--- config.mk ---
export PLATFORM = sky130hd
export DESIGN_NAME = first_match_substring_search_top_flat
export DESIGN_NICKNAME = d
export VERILOG_FILES = /design/src/fmss_pkg.sv /design/src/fmss_if.sv /design/src/first_match_substring_search_top.sv /design/src/fmss_cfg_regs.sv /design/src/fmss_front.sv /design/src/fmss_queue.sv /design/src/fmss_back.sv /design/src/flat_wrapper.sv
export SDC_FILE = /design/constraint.sdc
export NUM_CORES = 1
export LEC_CHECK = 0
export BUFFER_PORTS_ARGS = -buffer_cell sky130_fd_sc_hd__clkbuf_2
export CORE_ASPECT_RATIO = 1.75
export CORE_MARGIN = 1
export CORE_UTILIZATION = 30
export CTS_CLUSTER_DIAMETER = 80
export DETAILED_ROUTE_END_ITERATION = 8
export PLACE_DENSITY = 0.53
export RECOVER_POWER = 100
export SLEW_MARGIN = 20
export SYNTH_ARGS = -nofsm -noshare
export SYNTH_HDL_FRONTEND = slang
export SYNTH_SLANG_ARGS = --single-unit
--- constraint.sdc ---
create_clock -name clk_i -period 3.4 [get_ports clk_i]
set_input_delay 0.85 -clock clk_i [delete_from_list [all_inputs] [get_ports clk_i]]
set_output_delay 0.85 -clock clk_i [all_outputs]
set_load 0.05 [all_outputs]
--- src/fmss_pkg.sv ---
`timescale 1ns / 1ps
`default_nettype none
// ----------------------------------------------------------------------------
// fmss_pkg
// Shared types and constants of the first-match substring search block.
// ----------------------------------------------------------------------------
package fmss_pkg;

  localparam int unsigned BYTE_W         = 8;
  localparam int unsigned OFFSET_W       = 32;
  localparam int unsigned CFG_LEN_W      = 6;
  localparam int unsigned PATTERN_WORDS  = 4;
  localparam int unsigned BYTES_PER_WORD = 8;
  localparam int unsigned WORD_W         = BYTES_PER_WORD * BYTE_W;
  localparam int unsigned APB_DATA_W     = 64;
  localparam int unsigned APB_ADDR_W     = 6;
  localparam int unsigned REG_IDX_W      = 3;
  localparam int unsigned REG_IDX_LSB    = 3;

  localparam logic [CFG_LEN_W-1:0] LENGTH_RESET = CFG_LEN_W'(1);

  typedef enum logic [REG_IDX_W-1:0] {
    REG_PATTERN_LENGTH = 3'd0,
    REG_PATTERN_WORD0  = 3'd1,
    REG_PATTERN_WORD1  = 3'd2,
    REG_PATTERN_WORD2  = 3'd3,
    REG_PATTERN_WORD3  = 3'd4
  } cfg_reg_e;

  typedef struct packed {
    logic [PATTERN_WORDS-1:0][WORD_W-1:0] words;
    logic [CFG_LEN_W-1:0]                 length;
  } cfg_t;

endpackage

`default_nettype wire

--- src/fmss_if.sv ---
`timescale 1ns / 1ps
`default_nettype none
// ----------------------------------------------------------------------------
// fmss_text_if / fmss_result_if
// Valid/ready channels for text bytes in and search results out.
// ----------------------------------------------------------------------------
interface fmss_text_if;
  logic                           valid;
  logic                           ready;
  logic [fmss_pkg::BYTE_W-1:0]    text_byte;
  logic                           last_byte;

  modport source (output valid, output text_byte, output last_byte, input ready);
  modport sink   (input valid, input text_byte, input last_byte, output ready);
endinterface

interface fmss_result_if;
  logic                           valid;
  logic                           ready;
  logic                           found;
  logic [fmss_pkg::OFFSET_W-1:0]  match_offset;

  modport source (output valid, output found, output match_offset, input ready);
  modport sink   (input valid, input found, input match_offset, output ready);
endinterface

`default_nettype wire

--- src/first_match_substring_search_top.sv ---
`timescale 1ns / 1ps
`default_nettype none
// ----------------------------------------------------------------------------
// first_match_substring_search_top
// Reports the offset of the first occurrence of a configured pattern in a
// byte stream, or not found on the last byte.
// ----------------------------------------------------------------------------
// A result is registered in the back end after its byte has passed through the queue.
// Throughput: one text byte per cycle while the result channel is not stalled, set by
// the prefix-bit update in the back end; a two-entry queue decouples byte compare from that update.
// Reset: search state and the queue clear; pattern length resets to 1 and pattern
// bytes to zero.
module first_match_substring_search_top #(
  parameter int unsigned PATTERN_MAX = 32
) (
  input  wire logic                              clk_i,
  input  wire logic                              rst_ni,
  fmss_text_if.sink                              text_i,
  fmss_result_if.source                          result_o,
  input  wire logic                              psel,
  input  wire logic                              penable,
  input  wire logic                              pwrite,
  input  wire logic [fmss_pkg::APB_ADDR_W-1:0]   paddr,
  input  wire logic [fmss_pkg::APB_DATA_W-1:0]   pwdata,
  output logic      [fmss_pkg::APB_DATA_W-1:0]   prdata,
  output logic                                   pready
);

  localparam int unsigned LEN_W   = (PATTERN_MAX > 1) ? $clog2(PATTERN_MAX) : 1;
  localparam int unsigned ENTRY_W = PATTERN_MAX + LEN_W + 1;

  fmss_pkg::cfg_t      cfg;
  logic                push_valid, push_ready, pop_valid, pop_ready;
  logic [ENTRY_W-1:0]  push_data, pop_data;

  fmss_cfg_regs u_cfg_regs (
    .clk_i   (clk_i),
    .rst_ni  (rst_ni),
    .psel    (psel),
    .penable (penable),
    .pwrite  (pwrite),
    .paddr   (paddr),
    .pwdata  (pwdata),
    .prdata  (prdata),
    .pready  (pready),
    .cfg_o   (cfg)
  );

  fmss_front #(
    .PATTERN_MAX (PATTERN_MAX),
    .LEN_W       (LEN_W),
    .ENTRY_W     (ENTRY_W)
  ) u_front (
    .text_i       (text_i),
    .cfg_i        (cfg),
    .push_valid_o (push_valid),
    .push_ready_i (push_ready),
    .push_data_o  (push_data)
  );

  fmss_queue #(
    .ENTRY_W (ENTRY_W)
  ) u_queue (
    .clk_i        (clk_i),
    .rst_ni       (rst_ni),
    .push_valid_i (push_valid),
    .push_ready_o (push_ready),
    .push_data_i  (push_data),
    .pop_valid_o  (pop_valid),
    .pop_ready_i  (pop_ready),
    .pop_data_o   (pop_data)
  );

  fmss_back #(
    .PATTERN_MAX (PATTERN_MAX),
    .LEN_W       (LEN_W),
    .ENTRY_W     (ENTRY_W)
  ) u_back (
    .clk_i       (clk_i),
    .rst_ni      (rst_ni),
    .pop_valid_i (pop_valid),
    .pop_ready_o (pop_ready),
    .pop_data_i  (pop_data),
    .result_o    (result_o)
  );

endmodule

`default_nettype wire

--- src/fmss_cfg_regs.sv ---
`timescale 1ns / 1ps
`default_nettype none
// ----------------------------------------------------------------------------
// fmss_cfg_regs
// APB register file holding the pattern length and the pattern bytes.
// ----------------------------------------------------------------------------
module fmss_cfg_regs (
  input  wire logic                              clk_i,
  input  wire logic                              rst_ni,
  input  wire logic                              psel,
  input  wire logic                              penable,
  input  wire logic                              pwrite,
  input  wire logic [fmss_pkg::APB_ADDR_W-1:0]   paddr,
  input  wire logic [fmss_pkg::APB_DATA_W-1:0]   pwdata,
  output logic      [fmss_pkg::APB_DATA_W-1:0]   prdata,
  output logic                                   pready,
  output fmss_pkg::cfg_t                         cfg_o
);

  fmss_pkg::cfg_t cfg_q, cfg_d;
  logic           wr_en;
  logic [fmss_pkg::REG_IDX_W-1:0] reg_idx;

  assign pready  = 1'b1;
  assign wr_en   = psel & penable & pwrite;
  assign reg_idx = paddr[fmss_pkg::REG_IDX_LSB +: fmss_pkg::REG_IDX_W];

  always_comb begin
    cfg_d = cfg_q;
    if (wr_en) begin
      unique case (reg_idx)
        fmss_pkg::REG_PATTERN_LENGTH: cfg_d.length   = pwdata[fmss_pkg::CFG_LEN_W-1:0];
        fmss_pkg::REG_PATTERN_WORD0:  cfg_d.words[0] = pwdata;
        fmss_pkg::REG_PATTERN_WORD1:  cfg_d.words[1] = pwdata;
        fmss_pkg::REG_PATTERN_WORD2:  cfg_d.words[2] = pwdata;
        fmss_pkg::REG_PATTERN_WORD3:  cfg_d.words[3] = pwdata;
        default: ;
      endcase
    end
  end

  always_comb begin
    unique case (reg_idx)
      fmss_pkg::REG_PATTERN_LENGTH:
        prdata = fmss_pkg::APB_DATA_W'(cfg_q.length);
      fmss_pkg::REG_PATTERN_WORD0: prdata = cfg_q.words[0];
      fmss_pkg::REG_PATTERN_WORD1: prdata = cfg_q.words[1];
      fmss_pkg::REG_PATTERN_WORD2: prdata = cfg_q.words[2];
      fmss_pkg::REG_PATTERN_WORD3: prdata = cfg_q.words[3];
      default:                     prdata = '0;
    endcase
  end

  always_ff @(posedge clk_i or negedge rst_ni) begin
    if (!rst_ni) begin
      cfg_q.length <= fmss_pkg::LENGTH_RESET;
      cfg_q.words  <= '0;
    end else begin
      cfg_q <= cfg_d;
    end
  end

  assign cfg_o = cfg_q;

endmodule

`default_nettype wire

--- src/fmss_front.sv ---
`timescale 1ns / 1ps
`default_nettype none
// ----------------------------------------------------------------------------
// fmss_front
// Accepts text bytes and compares each byte against every pattern byte.
// ----------------------------------------------------------------------------
module fmss_front #(
  parameter int unsigned PATTERN_MAX = 32,
  parameter int unsigned LEN_W       = 5,
  parameter int unsigned ENTRY_W     = PATTERN_MAX + LEN_W + 1
) (
  fmss_text_if.sink                 text_i,
  input  wire fmss_pkg::cfg_t       cfg_i,
  output logic                      push_valid_o,
  input  wire logic                 push_ready_i,
  output logic [ENTRY_W-1:0]        push_data_o
);

  typedef struct packed {
    logic [PATTERN_MAX-1:0] eq;
    logic [LEN_W-1:0]       len_m1;
    logic                   last;
  } entry_t;

  entry_t                          entry;
  logic [fmss_pkg::CFG_LEN_W-1:0]  len_eff;

  // Clamp length into 1..PATTERN_MAX
  always_comb begin
    priority if (cfg_i.length == '0) begin
      len_eff = fmss_pkg::CFG_LEN_W'(1);
    end else if (cfg_i.length > fmss_pkg::CFG_LEN_W'(PATTERN_MAX)) begin
      len_eff = fmss_pkg::CFG_LEN_W'(PATTERN_MAX);
    end else begin
      len_eff = cfg_i.length;
    end
  end

  for (genvar k = 0; k < PATTERN_MAX; k++) begin : g_cmp
    assign entry.eq[k] =
      (cfg_i.words[k / fmss_pkg::BYTES_PER_WORD]
         [(k % fmss_pkg::BYTES_PER_WORD) * fmss_pkg::BYTE_W +: fmss_pkg::BYTE_W]
       == text_i.text_byte) &&
      (fmss_pkg::CFG_LEN_W'(k) < len_eff);
  end

  assign entry.len_m1 = LEN_W'(len_eff - fmss_pkg::CFG_LEN_W'(1));
  assign entry.last   = text_i.last_byte;

  assign push_valid_o = text_i.valid;
  assign text_i.ready = push_ready_i;
  assign push_data_o  = entry;

endmodule

`default_nettype wire

--- src/fmss_queue.sv ---
`timescale 1ns / 1ps
`default_nettype none
// ----------------------------------------------------------------------------
// fmss_queue
// Two-entry queue between the compare front and the match back end.
// ----------------------------------------------------------------------------
module fmss_queue #(
  parameter int unsigned ENTRY_W = 38
) (
  input  wire logic                 clk_i,
  input  wire logic                 rst_ni,
  input  wire logic                 push_valid_i,
  output logic                      push_ready_o,
  input  wire logic [ENTRY_W-1:0]   push_data_i,
  output logic                      pop_valid_o,
  input  wire logic                 pop_ready_i,
  output logic [ENTRY_W-1:0]        pop_data_o
);

  localparam int unsigned DEPTH = 2;
  localparam int unsigned PTR_W = 1;
  localparam int unsigned CNT_W = 2;

  logic [ENTRY_W-1:0] mem_q [DEPTH];
  logic [PTR_W-1:0]   wr_ptr_q, wr_ptr_d, rd_ptr_q, rd_ptr_d;
  logic [CNT_W-1:0]   count_q, count_d;
  logic               push, pop;

  assign push_ready_o = (count_q != CNT_W'(DEPTH));
  assign pop_valid_o  = (count_q != '0);
  assign push         = push_valid_i & push_ready_o;
  assign pop          = pop_valid_o & pop_ready_i;
  assign pop_data_o   = mem_q[rd_ptr_q];

  always_comb begin
    wr_ptr_d = push ? wr_ptr_q + PTR_W'(1) : wr_ptr_q;
    rd_ptr_d = pop  ? rd_ptr_q + PTR_W'(1) : rd_ptr_q;
    count_d  = count_q + CNT_W'(push) - CNT_W'(pop);
  end

  always_ff @(posedge clk_i) begin
    if (push) begin
      mem_q[wr_ptr_q] <= push_data_i;
    end
  end

  always_ff @(posedge clk_i or negedge rst_ni) begin
    if (!rst_ni) begin
      wr_ptr_q <= '0;
      rd_ptr_q <= '0;
      count_q  <= '0;
    end else begin
      wr_ptr_q <= wr_ptr_d;
      rd_ptr_q <= rd_ptr_d;
      count_q  <= count_d;
    end
  end

endmodule

`default_nettype wire

--- src/fmss_back.sv ---
`timescale 1ns / 1ps
`default_nettype none
// ----------------------------------------------------------------------------
// fmss_back
// Shift-and prefix tracking, offset counting and the result register.
// ----------------------------------------------------------------------------
module fmss_back #(
  parameter int unsigned PATTERN_MAX = 32,
  parameter int unsigned LEN_W       = 5,
  parameter int unsigned ENTRY_W     = PATTERN_MAX + LEN_W + 1
) (
  input  wire logic                 clk_i,
  input  wire logic                 rst_ni,
  input  wire logic                 pop_valid_i,
  output logic                      pop_ready_o,
  input  wire logic [ENTRY_W-1:0]   pop_data_i,
  fmss_result_if.source             result_o
);

  typedef struct packed {
    logic [PATTERN_MAX-1:0] eq;
    logic [LEN_W-1:0]       len_m1;
    logic                   last;
  } entry_t;

  localparam logic [fmss_pkg::OFFSET_W-1:0] OFFSET_MAX = '1;

  entry_t                          entry;
  logic [PATTERN_MAX-1:0]          hits_q, hits_d, hits_new;
  logic [fmss_pkg::OFFSET_W-1:0]   offset_q, offset_d;
  logic                            reported_q, reported_d;
  logic                            valid_q, valid_d;
  logic                            found_q, found_d;
  logic [fmss_pkg::OFFSET_W-1:0]   match_off_q, match_off_d;
  logic [fmss_pkg::OFFSET_W-1:0]   back_dist;
  logic                            pop, hit;

  assign entry       = entry_t'(pop_data_i);
  assign pop_ready_o = ~valid_q | result_o.ready;
  assign pop         = pop_valid_i & pop_ready_o;
  assign hits_new    = PATTERN_MAX'({hits_q, 1'b1}) & entry.eq;
  assign hit         = hits_new[entry.len_m1];
  assign back_dist   = fmss_pkg::OFFSET_W'(entry.len_m1);

  always_comb begin
    hits_d      = hits_q;
    offset_d    = offset_q;
    reported_d  = reported_q;
    valid_d     = valid_q & ~result_o.ready;
    found_d     = found_q;
    match_off_d = match_off_q;
    if (pop) begin
      if (!reported_q) begin
        hits_d = hits_new;
        if (hit) begin
          reported_d  = 1'b1;
          valid_d     = 1'b1;
          found_d     = 1'b1;
          // Clamp the start at zero if the offset is below the back distance
          match_off_d = (offset_q >= back_dist) ? offset_q - back_dist : '0;
        end
      end
      if (offset_q != OFFSET_MAX) begin
        offset_d = offset_q + fmss_pkg::OFFSET_W'(1);
      end
      if (entry.last) begin
        if (!reported_q && !hit) begin
          valid_d     = 1'b1;
          found_d     = 1'b0;
          match_off_d = '0;
        end
        hits_d     = '0;
        offset_d   = '0;
        reported_d = 1'b0;
      end
    end
  end

  always_ff @(posedge clk_i or negedge rst_ni) begin
    if (!rst_ni) begin
      hits_q     <= '0;
      offset_q   <= '0;
      reported_q <= 1'b0;
      valid_q    <= 1'b0;
    end else begin
      hits_q     <= hits_d;
      offset_q   <= offset_d;
      reported_q <= reported_d;
      valid_q    <= valid_d;
    end
  end

  always_ff @(posedge clk_i) begin
    found_q     <= found_d;
    match_off_q <= match_off_d;
  end

  assign result_o.valid        = valid_q;
  assign result_o.found        = found_q;
  assign result_o.match_offset = match_off_q;

endmodule

`default_nettype wire
--- src/flat_wrapper.sv ---
// flat-port wrapper written by rule: the top's interface ports become plain ports
module first_match_substring_search_top_flat 
#(
  parameter int unsigned PATTERN_MAX = 32
)
  (clk_i, rst_ni, psel, penable, pwrite, paddr, pwdata, prdata, pready, text_i_valid, text_i_text_byte, text_i_last_byte, text_i_ready, result_o_valid, result_o_found, result_o_match_offset, result_o_ready);
  fmss_text_if text_i_i ();
  fmss_result_if result_o_i ();
  input  wire logic clk_i;
  input  wire logic rst_ni;
  input  wire logic psel;
  input  wire logic penable;
  input  wire logic pwrite;
  input  wire logic [fmss_pkg::APB_ADDR_W-1:0] paddr;
  input  wire logic [fmss_pkg::APB_DATA_W-1:0] pwdata;
  output logic      [fmss_pkg::APB_DATA_W-1:0] prdata;
  output logic pready;
  input wire logic [$bits(text_i_i.valid)-1:0] text_i_valid;
  input wire logic [$bits(text_i_i.text_byte)-1:0] text_i_text_byte;
  input wire logic [$bits(text_i_i.last_byte)-1:0] text_i_last_byte;
  output wire logic [$bits(text_i_i.ready)-1:0] text_i_ready;
  output wire logic [$bits(result_o_i.valid)-1:0] result_o_valid;
  output wire logic [$bits(result_o_i.found)-1:0] result_o_found;
  output wire logic [$bits(result_o_i.match_offset)-1:0] result_o_match_offset;
  input wire logic [$bits(result_o_i.ready)-1:0] result_o_ready;
  assign text_i_i.valid = text_i_valid;
  assign text_i_i.text_byte = text_i_text_byte;
  assign text_i_i.last_byte = text_i_last_byte;
  assign text_i_ready = text_i_i.ready;
  assign result_o_valid = result_o_i.valid;
  assign result_o_found = result_o_i.found;
  assign result_o_match_offset = result_o_i.match_offset;
  assign result_o_i.ready = result_o_ready;
  first_match_substring_search_top #(.PATTERN_MAX(PATTERN_MAX)) u_core (.clk_i(clk_i), .rst_ni(rst_ni), .text_i(text_i_i), .result_o(result_o_i), .psel(psel), .penable(penable), .pwrite(pwrite), .paddr(paddr), .pwdata(pwdata), .prdata(prdata), .pready(pready));
endmodule
==> results by stage <==
Pwr:
- The combinational cell fraction of total power is 34.1%.
- The switching share of power is 37.48%.
- The analysis attributes to cell leakage a power of ~11 nW.
- The net switching power figure is around 7.4 mW.
- The clock power share is 27.1%.
- The share of total power dissipated in sequential elements is 38.8%.
- The cell internal power dissipation is between 10 and 15 mW.
- The worst-case vdd ir drop is 385.6 uV.
- For this design the ratio of total power to cell area is 721.7 nW/um2.

Flow run:
- Max-cap violations in this run came to 6.

STA:
- Setup violations remaining at the end of the flow were counted as 0.
- Measured against its own limit, the worst slew margin works out to -64.89%.
- The number of pins with negative max-slew slack in the final report is 242.
- The final-layout worst hold slack is 0.4857 ns.
- For the pin with the worst max-slew slack, the measured transition is 2.473 ns.
- The worst path needs 3.350 ns of the cycle, external delays included.
- The part of the cycle the worst path needs is between 90% and 100%.
- Setup repair after global routing left no endpoint under its margin.
- After routing, the total negative slack on setup checks comes to 0 ns.
- The clock arrives with 0.03907 ns of skew.
- For this run, the top clock speed supported by timing is 298.5 MHz.
- The total count of hold-check failures in the final report is 0.

Floorplan:
- The initial cell density of the core is ~30%.
- The vertical die dimension is around 370 um.
- 186 I/O pins were placed.
- The floorplan step set the die width to 211.4 um.
- The placeable core region is 76120 um2.
- The full die area is 77880 um2.
- The total number of placement rows is 134.

Synthesis:
- During synthesis, Yosys emitted a total of 0 warnings.
- Ranked by total cell area, the synthesized netlist is headed by sky130_fd_sc_hd__dfrtp_1 (36%), sky130_fd_sc_hd__mux2_2 (14%), sky130_fd_sc_hd__edfxtp_1 (14%).
- A synthesized cell averages 11.54 um2.
- Sequential cells were found to cover 50.21% of the synthesized design area.
- The top flip-flop cell by instance count after synthesis is sky130_fd_sc_hd__dfrtp_1.
- The area share of the largest cell type after synthesis is 35.88%.
- In the synthesized netlist the async set-or-reset flop fraction comes to 75.23%.
- The number of distinct library cells after synthesis is 70.
- The post-synthesis instance area is ~23000 um2.
- In this run, synthesis inferred 109 flip-flops with an integrated enable.
- The largest total area in the synthesized netlist belongs to sky130_fd_sc_hd__dfrtp_1.
- The net count after synthesis is 2094.
- The number of instances in the synthesized netlist is 1995.
- The count of state elements after synthesis is between 400 and 500.

Clock tree:
- The H-tree generated during clock tree synthesis spans 2 levels.
- TritonCTS built the clock tree.
- The clock network latency to the later pin of the worst-skew pair is approximately 0.60 ns.
- The register clock-pin slew on the reported worst setup and hold paths is 0.06 ns.
- No sink is reached through more buffers than the 3 on the longest clock path.
- Counting every sink on the clock net gives 440.
- The total CTS buffers is 45.
- The number of hold buffers added after CTS was 0.
- The CTS root buffer is sky130_fd_sc_hd__clkbuf_16.

Global routing:
- For this run, the total global-route usage over all layers was measured as 19.05%.
- The initial antenna violation count is 4.
- The overall overflow remaining after global route is 0.
- The number of global-route vias before repair is 18060.
- The pin count of the biggest net entering global routing is 82.
- The first global-routing pass estimated 112000 um of wire.

Layout:
- The layout-stage area growth over the synthesis result is 18.46%.
- The fraction of final layout cells sized beyond drive strength 1 is 27.47%.
- Leaving out fill and tap cells, the most frequent cell in the layout is sky130_fd_sc_hd__dfrtp_1.
- The number of diodes added for antenna fixing is 0.
- In the final layout, the multi-input gates occupy about 11000 um2.
- The number of nets in the final layout is 2290.
- In the layout the commonest cells are sky130_fd_sc_hd__dfrtp_1 (329), sky130_fd_sc_hd__mux2_2 (290), sky130_fd_sc_hd__xnor2_1 (234), sky130_fd_sc_hd__nand2_1 (132), sky130_fd_sc_hd__clkbuf_2 (119).
- The filler cell count is 7683.
- Summing all flip-flop and latch instances after layout gives between 10000 and 15000 um2.

Place:
- The detailed placement HPWL is approximately 53000 um.
- The number of buffers inserted by port buffering is 181.
- The global placement routability congestion is 0.9053.

Setup path:
- The largest fanout of any net on the critical path is 54.
- Data arrives at the worst endpoint at 2.50 ns.
- The critical path is of the input port to output port type.
- The reg-to-reg setup timing slack is 0.16 ns.
- Grouping stages by cell kind, the critical path spends the most delay in buffers and inverters.
- STA classifies the critical path endpoint as an output port.
- The number of cells on the worst reg-to-reg path is 12.
- At the worst endpoint, the required time is 2.55 ns.
- In this run the critical register-to-register path is launched from u_core.u_queue.rd_ptr_q.
- The slowest stage of the critical path belongs to the cell sky130_fd_sc_hd__nor3_2.
- The critical register-to-register path endpoint is u_core.u_back.result_o.match_offset[23].
- The signal on the critical path passes through clkbuf_1 -> clkbuf_2 -> nor3_2 -> buf_12 -> a22oi_1 -> nand2_1 -> clkbuf_4.
- The buffering stage count on the worst path with inverters included is 4.
- In this design, the stage delay of the slowest critical-path cell is between 0.3 and 0.4 ns.
- STA classifies the critical path startpoint as an input port.

Drt:
- Before antenna repair, the detailed router went through 5 iterations.
- The detailed-route DRC error count is 0.
- The antenna violation net count after detailed routing is 0.
- After detailed routing, the average wire length per cell comes to 22.71 um.
- The number of violations reported at the end of detailed-routing iteration 0 is 811.
- The total routed wirelength is 73770 um.
- Dividing the detail-routed via count by the number of cells gives slightly above 5.
- The detailed router placed 16789 vias in this run.

Status:
- The final reports fail on capacitance limit, slew limit.
- The flow ran to the end, but the final reports show violations.

Worst hold path:
- The classification of the worst-slack hold path is input port to flop.
- Along the worst hold path, the cell count comes to 1.
- The endpoint of the worst hold-timing path is u_core.u_queue.mem_q[0][0].
- The source of the worst hold timing path is text_i_last_byte.
## per-layer routing
metal,vias up,routed length (um),track usage [%]
met5,-,39,0
met4,6,4110,9.936
met3,188,3315,2.952
met2,474,38870,35.27
met1,8495,27440,20.57
li1,7626,-,-
## worst max-delay path by stage
| stage | start | cells past startpoint | to |
|---|---|---|---|
| 3_5_place_dp | u_core.u_queue.rd_ptr_q | 10 | u_core.u_back.result_o.match_offset[29] |
| 3_3_place_gp | paddr[5] | 7 | prdata[18] |
| 6_report | paddr[5] | 7 | prdata[18] |
| 4_1_cts | u_core.u_queue.rd_ptr_q | 10 | u_core.u_back.result_o.match_offset[29] |
| 5_1_grt | paddr[5] | 7 | prdata[18] |
| 2_1_floorplan | paddr[4] | 6 | prdata[5] |
## cells in the mapped netlist, types with 9 or more instances
library cell	count
sky130_fd_sc_hd__a21oi_1	29
sky130_fd_sc_hd__a22oi_1	117
sky130_fd_sc_hd__a32o_1	27
sky130_fd_sc_hd__and3_1	11
sky130_fd_sc_hd__buf_1	17
sky130_fd_sc_hd__buf_2	12
sky130_fd_sc_hd__clkbuf_1	104
sky130_fd_sc_hd__dfrtp_1	330
sky130_fd_sc_hd__edfxtp_1	109
sky130_fd_sc_hd__ha_1	12
sky130_fd_sc_hd__inv_1	58
sky130_fd_sc_hd__mux2_2	291
sky130_fd_sc_hd__mux2i_1	11
sky130_fd_sc_hd__nand2_1	132
sky130_fd_sc_hd__nand2b_1	11
sky130_fd_sc_hd__nand3_1	36
sky130_fd_sc_hd__nand4_1	55
sky130_fd_sc_hd__nor2_1	62
sky130_fd_sc_hd__nor3_1	35
sky130_fd_sc_hd__nor4_1	24
sky130_fd_sc_hd__o2111ai_1	9
sky130_fd_sc_hd__o21ai_0	40
sky130_fd_sc_hd__o22ai_1	38
sky130_fd_sc_hd__or3_1	16
sky130_fd_sc_hd__xnor2_1	234
sky130_fd_sc_hd__xor2_1	75
## cell type report
cell class                      instances  share of cell area [%]
Clock buffer                           61                   4.686
Multi-Input combinational cell       1357                   39.37
Inverter                               61                  0.8398
Clock inverter                         23                   1.097
Tap cell                             1020                   4.681
Timing Repair Buffer                  286                   6.930
Sequential cell                       440                   42.40
## flip-flops by register name, summed over array words and instances, names as in the netlist, named ones only
name and count:
u_core.u_back.hits_q 31, u_core.u_back.reported_q 1, u_core.u_queue.mem_q 76, u_core.u_queue.rd_ptr_q 1, u_core.u_back.result_o.valid 1, u_core.u_cfg_regs.cfg_o 262, u_core.u_queue.count_q 2, u_core.u_back.result_o.match_offset 32
u_core.u_queue.wr_ptr_q 1, u_core.u_back.offset_q 32
## power by group through the flow
| stage | Combinational, mW | Clock (mW) | Sequential, mW |
|---|---|---|---|
| 2_1_floorplan | 4.02 | 0 | 8.16 |
| 3_3_place_gp | 7.02 | 0 | 7.66 |
| 3_5_place_dp | 7.09 | 0 | 7.72 |
| 4_1_cts | 7.11 | 5.46 | 7.62 |
| 5_1_grt | 7.24 | 5.64 | 7.77 |
| 6_report | 6.70 | 5.34 | 7.63 |
## metrics by stage
step                setup WS, ns  cells  cell area (um2)  util, %  power (mW)
finish                   0.04975   3248            27260    35.82       19.68
global route            0.009076   3248            27260    35.82       20.65
CTS                       0.1562   3246            28240    37.10       20.20
detailed placement        0.1659   3162            26660    35.03       14.81
global placement          0.2054   3162            26660    35.03       14.69
floorplan               -0.01690   1995            23030        -       12.18
## worst register-to-register path, cell delays in order (launching register included)
cell	delay (ns)
sky130_fd_sc_hd__dfrtp_2	0.47
sky130_fd_sc_hd__buf_4	0.16
sky130_fd_sc_hd__buf_12	0.29
sky130_fd_sc_hd__nand2b_1	0.20
sky130_fd_sc_hd__o22ai_1	0.09
sky130_fd_sc_hd__a221oi_1	0.46
sky130_fd_sc_hd__a211oi_1	0.09
sky130_fd_sc_hd__a41o_1	0.23
sky130_fd_sc_hd__a311oi_2	0.44
sky130_fd_sc_hd__buf_4	0.23
sky130_fd_sc_hd__a21oi_2	0.08
sky130_fd_sc_hd__buf_12	0.18
sky130_fd_sc_hd__o22ai_1	0.18
## cell families (layout without fill, tap and decap cells)
| group | count (synthesis) | in the layout | share of synthesized area [%] |
|---|---|---|---|
| buf+inv | 198 | 431 | 3.360 |
| simple gates | 423 | 423 | 9.410 |
| mux | 305 | 305 | 15.01 |
| fa+ha+maj | 13 | 13 | 0.7393 |
| compound gates | 306 | 306 | 9.492 |
| other cells | 1 | 1 | 0.01629 |
| flops | 440 | 440 | 50.21 |
| xor+xnor | 309 | 309 | 11.76 |
## what timing repair did
item	CTS	global route
buffers inserted	0	2
resized for setup	0	1
endpoints found under the hold margin	0	0
setup endpoints to repair	0	16
Power figures use the tool's default switching activity.
